File: config.mk
export PLATFORM = sky130hd
export DESIGN_NAME = fdt_structure_token_parser_top
export DESIGN_NICKNAME = d
export VERILOG_FILES = /design/src/rtl/core/fdtp_pkg.sv /design/src/rtl/core/fdtp_parse.sv /design/src/rtl/core/fdt_structure_token_parser_top.sv
export SDC_FILE = /design/constraint.sdc
export NUM_CORES = 1
export LEC_CHECK = 0
export ABC_AREA = 1
export BUFFER_PORTS_ARGS = -buffer_cell sky130_fd_sc_hd__buf_2
export CAP_MARGIN = 0
export CORE_MARGIN = 2
export CORE_UTILIZATION = 58
export DETAILED_ROUTE_END_ITERATION = 6
export PLACE_DENSITY = 0.8
export SLEW_MARGIN = 30
export SYNTH_ARGS = -nofsm -noshare
export SYNTH_HDL_FRONTEND = slang
export SYNTH_HIERARCHICAL = 1
export SYNTH_SLANG_ARGS = --single-unit
File: constraint.sdc
create_clock -name clk -period 7.7 [get_ports clk]
set_clock_uncertainty 0.1 [all_clocks]
set_input_delay 0.77 -clock clk [delete_from_list [all_inputs] [get_ports clk]]
set_output_delay 0.77 -clock clk [all_outputs]
set_load 0.005 [all_outputs]
File: src/rtl/core/fdtp_pkg.sv
// Shared types and constants for the device tree structure token parser.
`default_nettype none

package fdtp_pkg;

  // Structure-block tokens
  localparam logic [31:0] TOK_BEGIN_NODE = 32'd1;
  localparam logic [31:0] TOK_END_NODE   = 32'd2;
  localparam logic [31:0] TOK_PROP       = 32'd3;
  localparam logic [31:0] TOK_NOP        = 32'd4;
  localparam logic [31:0] TOK_END        = 32'd9;

  // Name offset value that disables a match
  localparam logic [31:0] OFFSET_NONE = 32'hFFFF_FFFF;

  // Value word counter
  localparam int unsigned WORDS_W = 30;
  localparam logic [WORDS_W-1:0] WORDS_MAX = {WORDS_W{1'b1}};

  // Configuration register map
  localparam int unsigned CFG_ADDR_W = 3;
  localparam logic REG_START_OFFSET = 1'b0;
  localparam logic REG_END_OFFSET   = 1'b1;

  // Result event codes
  localparam logic [1:0] EV_START = 2'd0;
  localparam logic [1:0] EV_END   = 2'd1;
  localparam logic [1:0] EV_DONE  = 2'd2;

  typedef enum logic [2:0] {
    PH_TOKEN   = 3'd0,
    PH_NAME    = 3'd1,
    PH_LEN     = 3'd2,
    PH_NAMEOFF = 3'd3,
    PH_VALUE   = 3'd4,
    PH_SKIP    = 3'd5,
    PH_DONE    = 3'd6
  } fdtp_phase_t;

  typedef enum logic [1:0] {
    MATCH_NONE  = 2'd0,
    MATCH_START = 2'd1,
    MATCH_END   = 2'd2
  } fdtp_match_t;

  // One parse result handed from the parse core to the result register
  typedef struct packed {
    logic        hit;
    logic [1:0]  ev;
    logic [31:0] value;
    logic [31:0] held_start;
    logic [31:0] held_end;
  } fdtp_res_t;

endpackage

`default_nettype wire

File: src/rtl/core/fdtp_parse.sv
// Parse state and per-word token decode for the structure block.
`default_nettype none

module fdtp_parse
  import fdtp_pkg::*;
(
  input  wire logic        clk,
  input  wire logic        rst_n,
  input  wire logic        adv,
  input  wire logic [31:0] word,
  input  wire logic        first_word,
  input  wire logic [31:0] start_off,
  input  wire logic [31:0] end_off,
  output fdtp_res_t        res
);

  fdtp_phase_t        phase_r, phase_nxt;
  fdtp_match_t        match_r, match_nxt;
  logic [WORDS_W-1:0] left_r, left_nxt;
  logic [31:0]        cap_start_r, cap_start_nxt;
  logic [31:0]        cap_end_r, cap_end_nxt;

  fdtp_phase_t        ph_cur;
  fdtp_match_t        mt_cur;
  logic [WORDS_W-1:0] left_cur;
  logic [WORDS_W-1:0] left_dec;
  logic [32:0]        len_sum;
  logic [WORDS_W:0]   len_words;
  logic               zero_byte;
  logic               start_hit;
  logic               end_hit;

  // Restart on the first word of a blob
  assign ph_cur   = first_word ? PH_TOKEN : phase_r;
  assign mt_cur   = first_word ? MATCH_NONE : match_r;
  assign left_cur = first_word ? '0 : left_r;
  assign left_dec = left_cur - {{(WORDS_W-1){1'b0}}, 1'b1};

  // Round the byte length up to words
  assign len_sum   = {1'b0, word} + 33'd3;
  assign len_words = len_sum[32:2];

  assign zero_byte = (word[31:24] == 8'h00) || (word[23:16] == 8'h00) ||
                     (word[15:8] == 8'h00) || (word[7:0] == 8'h00);
  assign start_hit = (start_off != OFFSET_NONE) && (word == start_off);
  assign end_hit   = (end_off != OFFSET_NONE) && (word == end_off);

  // Decode one word
  always_comb begin
    phase_nxt     = ph_cur;
    match_nxt     = mt_cur;
    left_nxt      = left_cur;
    cap_start_nxt = cap_start_r;
    cap_end_nxt   = cap_end_r;
    res.hit       = 1'b0;
    res.ev        = EV_DONE;
    res.value     = '0;
    case (ph_cur)
      PH_TOKEN: begin
        if (word == TOK_BEGIN_NODE) begin
          phase_nxt = PH_NAME;
        end else if (word == TOK_PROP) begin
          phase_nxt = PH_LEN;
        end else if (word == TOK_END) begin
          phase_nxt = PH_DONE;
          res.hit   = 1'b1;
          res.ev    = EV_DONE;
        end
      end
      PH_NAME: begin
        if (zero_byte) begin
          phase_nxt = PH_TOKEN;
        end
      end
      PH_LEN: begin
        left_nxt  = len_words[WORDS_W] ? WORDS_MAX : len_words[WORDS_W-1:0];
        phase_nxt = PH_NAMEOFF;
      end
      PH_NAMEOFF: begin
        if (left_cur == '0) begin
          match_nxt = MATCH_NONE;
          phase_nxt = PH_TOKEN;
        end else begin
          if (start_hit) begin
            match_nxt = MATCH_START;
          end else if (end_hit) begin
            match_nxt = MATCH_END;
          end else begin
            match_nxt = MATCH_NONE;
          end
          phase_nxt = PH_VALUE;
        end
      end
      PH_VALUE: begin
        match_nxt = MATCH_NONE;
        left_nxt  = left_dec;
        phase_nxt = (left_dec == '0) ? PH_TOKEN : PH_SKIP;
        if (mt_cur == MATCH_START) begin
          cap_start_nxt = word;
          res.hit       = 1'b1;
          res.ev        = EV_START;
          res.value     = word;
        end else if (mt_cur == MATCH_END) begin
          cap_end_nxt = word;
          res.hit     = 1'b1;
          res.ev      = EV_END;
          res.value   = word;
        end
      end
      PH_SKIP: begin
        left_nxt = left_dec;
        if (left_dec == '0) begin
          phase_nxt = PH_TOKEN;
        end
      end
      default: begin
        // done: drop words until restart
        phase_nxt = ph_cur;
      end
    endcase
    res.held_start = cap_start_nxt;
    res.held_end   = cap_end_nxt;
  end

  // Advance parse state once per item
  always_ff @(posedge clk) begin
    if (!rst_n) begin
      phase_r     <= PH_TOKEN;
      match_r     <= MATCH_NONE;
      left_r      <= '0;
      cap_start_r <= '0;
      cap_end_r   <= '0;
    end else if (adv) begin
      phase_r     <= phase_nxt;
      match_r     <= match_nxt;
      left_r      <= left_nxt;
      cap_start_r <= cap_start_nxt;
      cap_end_r   <= cap_end_nxt;
    end
  end

  // End token always parks the parser in the done phase
  a_done_phase: assert property (@(posedge clk) disable iff (!rst_n)
    adv && res.hit && (res.ev == EV_DONE) |=> phase_r == PH_DONE)
    else $error("end token did not enter done phase");

  // A start capture updates the held start value with the word
  a_start_cap: assert property (@(posedge clk) disable iff (!rst_n)
    adv && res.hit && (res.ev == EV_START) |=> cap_start_r == $past(word))
    else $error("start capture not held");

  // Skipped value words and node name words never produce a result
  a_skip_quiet: assert property (@(posedge clk) disable iff (!rst_n)
    !first_word && (phase_r == PH_SKIP || phase_r == PH_NAME) |-> !res.hit)
    else $error("result raised while skipping");

  // Entering the value phase needs words left to consume
  a_value_left: assert property (@(posedge clk) disable iff (!rst_n)
    adv && (phase_nxt == PH_VALUE) |=> left_r != '0)
    else $error("value phase entered with no words");

endmodule

`default_nettype wire

File: src/rtl/core/fdt_structure_token_parser_top.sv
// Top level of the device tree structure token parser with its register port.
//
//   channel  direction  handshake          payload
//   in_      input      in_valid/in_stall   in_word, in_first_word
//   out_     output     out_valid/out_stall out_event_res, out_value,
//                                           out_held_start, out_held_end
//   cfg      input      psel/penable/pready start and end name offsets
//
// One word is accepted per cycle while in_stall is low; a result passes through the
// input register and the result register around the decode.
// Reset clears parse state, captured values and both offsets to none.
// A stalled result holds the result register and, once the input register is
// also full, raises in_stall; no word is lost or repeated.
`default_nettype none

module fdt_structure_token_parser_top
  import fdtp_pkg::*;
(
  input  wire logic                  clk,
  input  wire logic                  rst_n,
  // input words
  input  wire logic                  in_valid,
  output logic                       in_stall,
  input  wire logic [31:0]           in_word,
  input  wire logic                  in_first_word,
  // results
  output logic                       out_valid,
  input  wire logic                  out_stall,
  output logic [1:0]                 out_event_res,
  output logic [31:0]                out_value,
  output logic [31:0]                out_held_start,
  output logic [31:0]                out_held_end,
  // register port
  input  wire logic                  psel,
  input  wire logic                  penable,
  input  wire logic                  pwrite,
  input  wire logic [CFG_ADDR_W-1:0] paddr,
  input  wire logic [31:0]           pwdata,
  output logic [31:0]                prdata,
  output logic                       pready
);

  logic        rd_sel;
  logic [31:0] start_off_q_r;
  logic [31:0] end_off_r;
  logic        s1_valid_r;
  logic [31:0] s1_word_r;
  logic        s1_first_r;
  logic        out_valid_r;
  fdtp_res_t   out_res_r;
  fdtp_res_t   res;
  logic        out_free;
  logic        adv;
  logic        in_take;
  logic        cfg_wr;

  // Register port
  assign pready = 1'b1;
  assign cfg_wr = psel && penable && pwrite;
  assign rd_sel = paddr[2];
  assign prdata = (rd_sel == REG_END_OFFSET) ? end_off_r : start_off_q_r;

  always_ff @(posedge clk) begin
    if (!rst_n) begin
      start_off_q_r <= OFFSET_NONE;
      end_off_r     <= OFFSET_NONE;
    end else if (cfg_wr) begin
      if (paddr[2] == REG_START_OFFSET) begin
        start_off_q_r <= pwdata;
      end else begin
        end_off_r <= pwdata;
      end
    end
  end

  // Pipeline flow
  assign out_free = !out_valid_r || !out_stall;
  assign adv      = s1_valid_r && out_free;
  assign in_stall = s1_valid_r && !out_free;
  assign in_take  = in_valid && !in_stall;

  // Input register
  always_ff @(posedge clk) begin
    if (!rst_n) begin
      s1_valid_r <= 1'b0;
    end else if (in_take) begin
      s1_valid_r <= 1'b1;
    end else if (adv) begin
      s1_valid_r <= 1'b0;
    end
  end

  always_ff @(posedge clk) begin
    if (in_take) begin
      s1_word_r  <= in_word;
      s1_first_r <= in_first_word;
    end
  end

  fdtp_parse u_parse (
    .clk        (clk),
    .rst_n      (rst_n),
    .adv        (adv),
    .word       (s1_word_r),
    .first_word (s1_first_r),
    .start_off  (start_off_q_r),
    .end_off    (end_off_r),
    .res        (res)
  );

  // Result register
  always_ff @(posedge clk) begin
    if (!rst_n) begin
      out_valid_r <= 1'b0;
    end else if (adv) begin
      out_valid_r <= res.hit;
    end else if (!out_stall) begin
      out_valid_r <= 1'b0;
    end
  end

  always_ff @(posedge clk) begin
    if (adv && res.hit) begin
      out_res_r <= res;
    end
  end

  assign out_valid      = out_valid_r;
  assign out_event_res  = out_res_r.ev;
  assign out_value      = out_res_r.value;
  assign out_held_start = out_res_r.held_start;
  assign out_held_end   = out_res_r.held_end;

  // Stall only when the input register is occupied
  a_stall_full: assert property (@(posedge clk) disable iff (!rst_n)
    in_stall |-> s1_valid_r)
    else $error("stall raised with empty input register");

  // A decoded result with no room never advances
  a_no_overrun: assert property (@(posedge clk) disable iff (!rst_n)
    out_valid_r && out_stall |-> !adv)
    else $error("result overwritten while stalled");

  // Every advancing hit shows up as a valid result next cycle
  a_hit_shown: assert property (@(posedge clk) disable iff (!rst_n)
    adv && res.hit |=> out_valid_r)
    else $error("decoded result lost");

endmodule

`default_nettype wire

After elaboration in Yosys (flattened, before gate mapping)
Index checks and enable logic that the tools add are counted.
Word-level totals
  output and inout port bits: 133
  bits in latches: 0
  memories: 0
  bits in read-only memories: 0
  bits in writable memories: 0
  register bits after elaboration: 296
Operators by class
  multiplexer cells: 33
  eq/ne operators: 15
  multipliers: 0
  reduce and logical (&&, ||, !) cells: 27
  div/mod/pow operators: 0
  shift-type cells: 0
  bitwise logic cells: 1
  magnitude comparators: 0
  add/subtract/negate cells: 2
Operators by type and width (number)
  two-way mux 32 bit: 6
  two-way mux 35 bit: 2
  equality test 32 bit: 2
  != test 32 bit (second input constant): 2
  logical NOT 30 bit: 2
  two-way mux 30 bit: 2
  case mux 30 bit (2 select lines): 1
  adder 32 x 2 -> 33 bit (second input constant): 1
  two-way mux 3 bit: 11
  equality test 32 x 1 -> 1 bit (second input constant): 1
  equality test 32 x 2 -> 1 bit (second input constant): 1
  equality test 32 x 4 -> 1 bit (second input constant): 1
  logical NOT 8 bit: 4
  subtractor 30 x 1 -> 30 bit (second input constant): 1
  case mux 3 bit (6 select lines): 1
  logical AND 1 bit: 8
  two-way mux 2 bit: 4
  equality test 3 x 2 -> 1 bit (second input constant): 2
  equality test 3 bit (second input constant): 2
  case mux 3 bit (2 select lines): 1
  logical NOT 1 bit: 4
  logical OR 1 bit: 4
  two-way mux 1 bit: 4
  case mux 2 bit (2 select lines): 1
  other kinds (9): 10

Depth between registers and ports, before layout
  depth after elaboration: 7
  gate-level depth with buffers: 20

Cells and area by module
The synthesis kept the hierarchy.
By module, submodules not included
  fdtp_parse: sequential area each 1981.9 sq um, times used 1, cells each 1483, area each 8811.0 sq um
  fdt_structure_token_parser_top: sequential area each 5255.0 sq um, times used 1, cells each 540, area each 6810.3 sq um

Least setup slack after synthesis
OpenSTA, ideal clock, no wires.
  kind: register -> register
  from: register s1_first_r
  to: register out_res_r, in the netlist out_event_res[0] (enable)
  period minus slack after synthesis: 6662 ps
  stages on the path, launching flop included: 12
  setup time: 556 ps
  arrival: 6005 ps
  path slack: 1038 ps
  path through: edfxtp_1 buf_6 inv_2 buf_6 buf_6 clkbuf_1 nand2_1 ha_1 or2_2 o21ai_0 inv_1 nor2_1
RTL lines
  from (decl): RTL line fdt_structure_token_parser_top.sv:48  | logic s1_first_r;
  from (signal assigned): RTL line fdt_structure_token_parser_top.sv:96  | s1_first_r <= in_first_word;
  to (signal assigned): RTL line fdt_structure_token_parser_top.sv:124  | out_res_r <= res;
  to (decl): RTL line fdt_structure_token_parser_top.sv:50  | fdtp_res_t out_res_r;

==> flow_metrics.py <==
metrics = {
    "grt": {
        "grt_antenna_before_repair": 1,
        "grt_pass1_vias": 14100,
        "grt_pass1_wl_um": 76700,
        "grt_max_degree": 93,
        "grt_overflow": 0,
        "track_usage_pct": 34.7,
    },
    "clock_network": {
        "clk_latency_ns": 0.60,
        "cts.sinks": 296,
        "h-tree-depth": 1,
        "cts_root_buffer": "clkbuf_16",
        "cts-hold-fix-buffers": 0,
        "ctsResizeCount": 0,
        "cts_buffer_depth": 3,
        "cts_setup_buffers": 0,
        "cts_buffers": 30,
        "cts_tree": "yes",
        "clk_pin_slew_worst_paths_ns": 0.06,
    },
    "min_path": {
        "hold_path.class": "input port to flop",
        "min_path_cells": 1,
        "worstHoldStart": "in_word[2]",
        "holdPathEnd": "s1_word_r[2]",
    },
    "place": {
        "dp_hpwl_um": 34100,
        "gp_congestion": 0.994,
        "port_buffers": 204,
    },
    "sta": {
        "setup_viol": 0,
        "worst_pin_slew_ns": 1.03,
        "fmax_ghz": 0.215,
        "tns_ns": 0,
        "drv_slew": 0,
        "min_period_ns": 4.66,
        "min_period_over_period_pct": 60.5,
        "slew_headroom_pct": 31.2,
        "hold_violations": 0,
        "rsz0062_at_grt": "false",
    },
    "critical_path": {
        "path_cells": "inv_2, buf_4, nand2_1, ha_1, or2_2, o21ai_0, inv_1, nor2_4, buf_4",
        "regToRegSetupSlack_ns": 3.04,
        "reg2regPathDepth": 9,
        "cp.required_ns": 7.78,
        "cpMostUsedCell": "buf_4",
        "critical_path_class": "flop to flop",
        "slowest_delay_ns": 0.80,
        "cp_slowest_cell": "buf_4",
        "setup.worst_path.start_class": "flop",
        "r2r-start": "s1_first_r",
        "endpoint_kind": "flop",
        "arrival_ns": 4.74,
        "crit_family": "buffers and inverters",
        "critPathMaxFanout": 69,
        "timing.rr.end": "out_held_end[30]",
        "path_buf_inv": 4,
    },
    "synthesis": {
        "synthArstFlopShare_pct": 0,
        "synth-seq-cells": 296,
        "synth_warnings": 6,
        "synth.distinct_cells": 53,
        "synth-edff-count": 131,
        "syn-mean-instance-area_um2": 7.72,
        "synthFlopType": "dfxtp_1",
        "synth_area_um2": 15600,
        "syn-num-nets": 2103,
        "seq_area_frac_synth_pct": 46.3,
        "postSynthCellCount": 2023,
    },
    "flow_run": {
        "cap_violations": 0,
    },
    "pwr": {
        "ir_drop_uv": 184,
        "pwr_density_cell_nw_per_um2": 213,
        "leakage_nw": 8.10,
    },
    "final_layout": {
        "nets": 2249,
        "regArea_um2": 7240,
        "multi_input_area_um2": 6950,
        "drive_gt1_share_pct": 16.6,
        "area_growth_pct": 13.5,
        "final_util_pct": 66.3,
        "nFillCells": 2264,
    },
    "drt": {
        "wl_per_cell_um": 19.7,
        "drcViolationCount": 0,
        "drtAntennaViolNets": 0,
        "routed_wl_um": 50100,
        "num_vias": 15000,
        "vias_per_cell": 5.92,
        "drt_first_pass_iters": 6,
        "drt_iter0_markers": 1600,
    },
    "floorplanning": {
        "die_h_um": 168,
        "core-area_um2": 26700,
        "dieArea_um2": 28300,
        "initial_core_util_pct": 58.5,
        "fp.dieW_um": 168,
        "rows": 60,
        "ios": 208,
    },
    "run_status": {
        "status": "finished clean",
    },
}
-- through the flow --
stage | power (mW) | worst slack, ns | cells | cell area [µm²] | hold slack (ns)
CTS | 3.78 | 3.10 | 2534 | 17700 | 0.228
floorplan | 2.12 | 1.04 | 2023 | 15600 | 0.371
global route | 3.91 | 2.81 | 2535 | 17700 | 0.236
detailed placement | 2.28 | 3.18 | 2478 | 16700 | 0.398
finish | 3.78 | 3.04 | 2537 | 17700 | 0.243
global placement | 2.27 | 3.28 | 2477 | 16700 | 0.387
-- layout by cell type, fill, tap and decap left out, drive strengths merged, types with 5 or more instances in the layout --
| cell | synthesis | routed |
|---|---|---|
| a21oi | 49 | 49 |
| clkbuf | 73 | 42 |
| nor2 | 194 | 194 |
| nand3 | 190 | 190 |
| buf | 41 | 228 |
| a41oi | 6 | 6 |
| o21ai | 192 | 192 |
| ha | 5 | 5 |
| clkinv | 2 | 9 |
| edfxtp | 131 | 131 |
| o22ai | 6 | 6 |
| nor4 | 22 | 22 |
| o2111ai | 12 | 12 |
| nor3 | 60 | 60 |
| xnor2 | 22 | 22 |
| inv | 227 | 228 |
| dfxtp | 165 | 165 |
| nand4 | 47 | 47 |
| o211ai | 11 | 11 |
| xor2 | 39 | 39 |
| or2 | 11 | 11 |
| nand2 | 490 | 490 |
-- cell usage after synthesis (22+ instances only) --
cell type / instances / share of area [%]
o21ai_0: 172 / 5.5
inv_1: 221 / 5.3
a21oi_1: 49 / 1.6
nor3_1: 59 / 1.9
nor4_1: 22 / 0.88
xor2_1: 39 / 2.2
nand3_1: 185 / 5.9
dfxtp_1: 165 / 21
clkbuf_1: 73 / 1.8
xnor2_1: 22 / 1.2
edfxtp_1: 131 / 25
nor2_1: 172 / 4.1
nand4_1: 47 / 1.9
nand2_1: 462 / 11
-- area by class of cell --
cell class	count	area share, %
Multi-Input combinational cell	1384	39.2
Clock inverter	14	1.16
Tap cell	341	2.41
Antenna cell	3	0.0423
Clock buffer	42	4.60
Inverter	229	4.85
Sequential cell	296	40.8
Timing Repair Buffer	228	6.89
-- routing by layer --
| layer | vias to the layer above | share of wire [%] | wire, µm | track usage [%] |
|---|---|---|---|---|
| met4 | 0 | 5.6 | 2800 | 18.3 |
| met2 | 898 | 44 | 21800 | 53.6 |
| met3 | 165 | 11 | 5620 | 6.84 |
| met5 | - | 0 | 0 | 0 |
| li1 | 7004 | - | - | - |
| met1 | 6954 | 40 | 19800 | 46.4 |
-- worst max-delay path by stage --
stage | startpoint | endpoint | slack [ns] | depth (start not counted)
6_report | s1_first_r | out_held_end[30] | 3.04 | 9
3_3_place_gp | s1_first_r | out_held_end[28] | 3.28 | 9
4_1_cts | s1_first_r | out_held_end[27] | 3.10 | 9
3_5_place_dp | s1_first_r | out_held_end[25] | 3.18 | 9
2_1_floorplan | s1_first_r | out_event_res[0] | 1.04 | 11
5_1_grt | s1_first_r | out_value[24] | 2.81 | 9
-- power by group --
| part | switching (mW) | internal (mW) | total (mW) |
|---|---|---|---|
| combinational | 0.343 | 0.166 | 0.509 |
| clock | 0.626 | 0.879 | 1.50 |
| sequential | 0.0689 | 1.70 | 1.76 |
-- kinds of logic after synthesis --
| logic type | count (synthesis) | share of synthesized area (%) |
|---|---|---|
| AND/OR/NAND/NOR | 1021 | 29.8 |
| AO/OA/AOI/OAI | 296 | 10.8 |
| flip-flops | 296 | 46.3 |
| buffers and inverters | 343 | 9.26 |
| XOR/XNOR | 61 | 3.42 |
| other | 1 | 0.0240 |
| adder cells (fa/ha/maj) | 5 | 0.400 |
-- registers in the layout, indices dropped and copies added, names as in the netlist, 3 cells and up --
signal / flops
start_off_q_r: 32
out_held_start: 32
out_value: 32
u_parse/phase_r: 3
u_parse/left_r: 30
u_parse/cap_start_r: 32
end_off_r: 32
u_parse/cap_end_r: 32
s1_word_r: 32
out_held_end: 32
(Power assumes the default switching activity.)
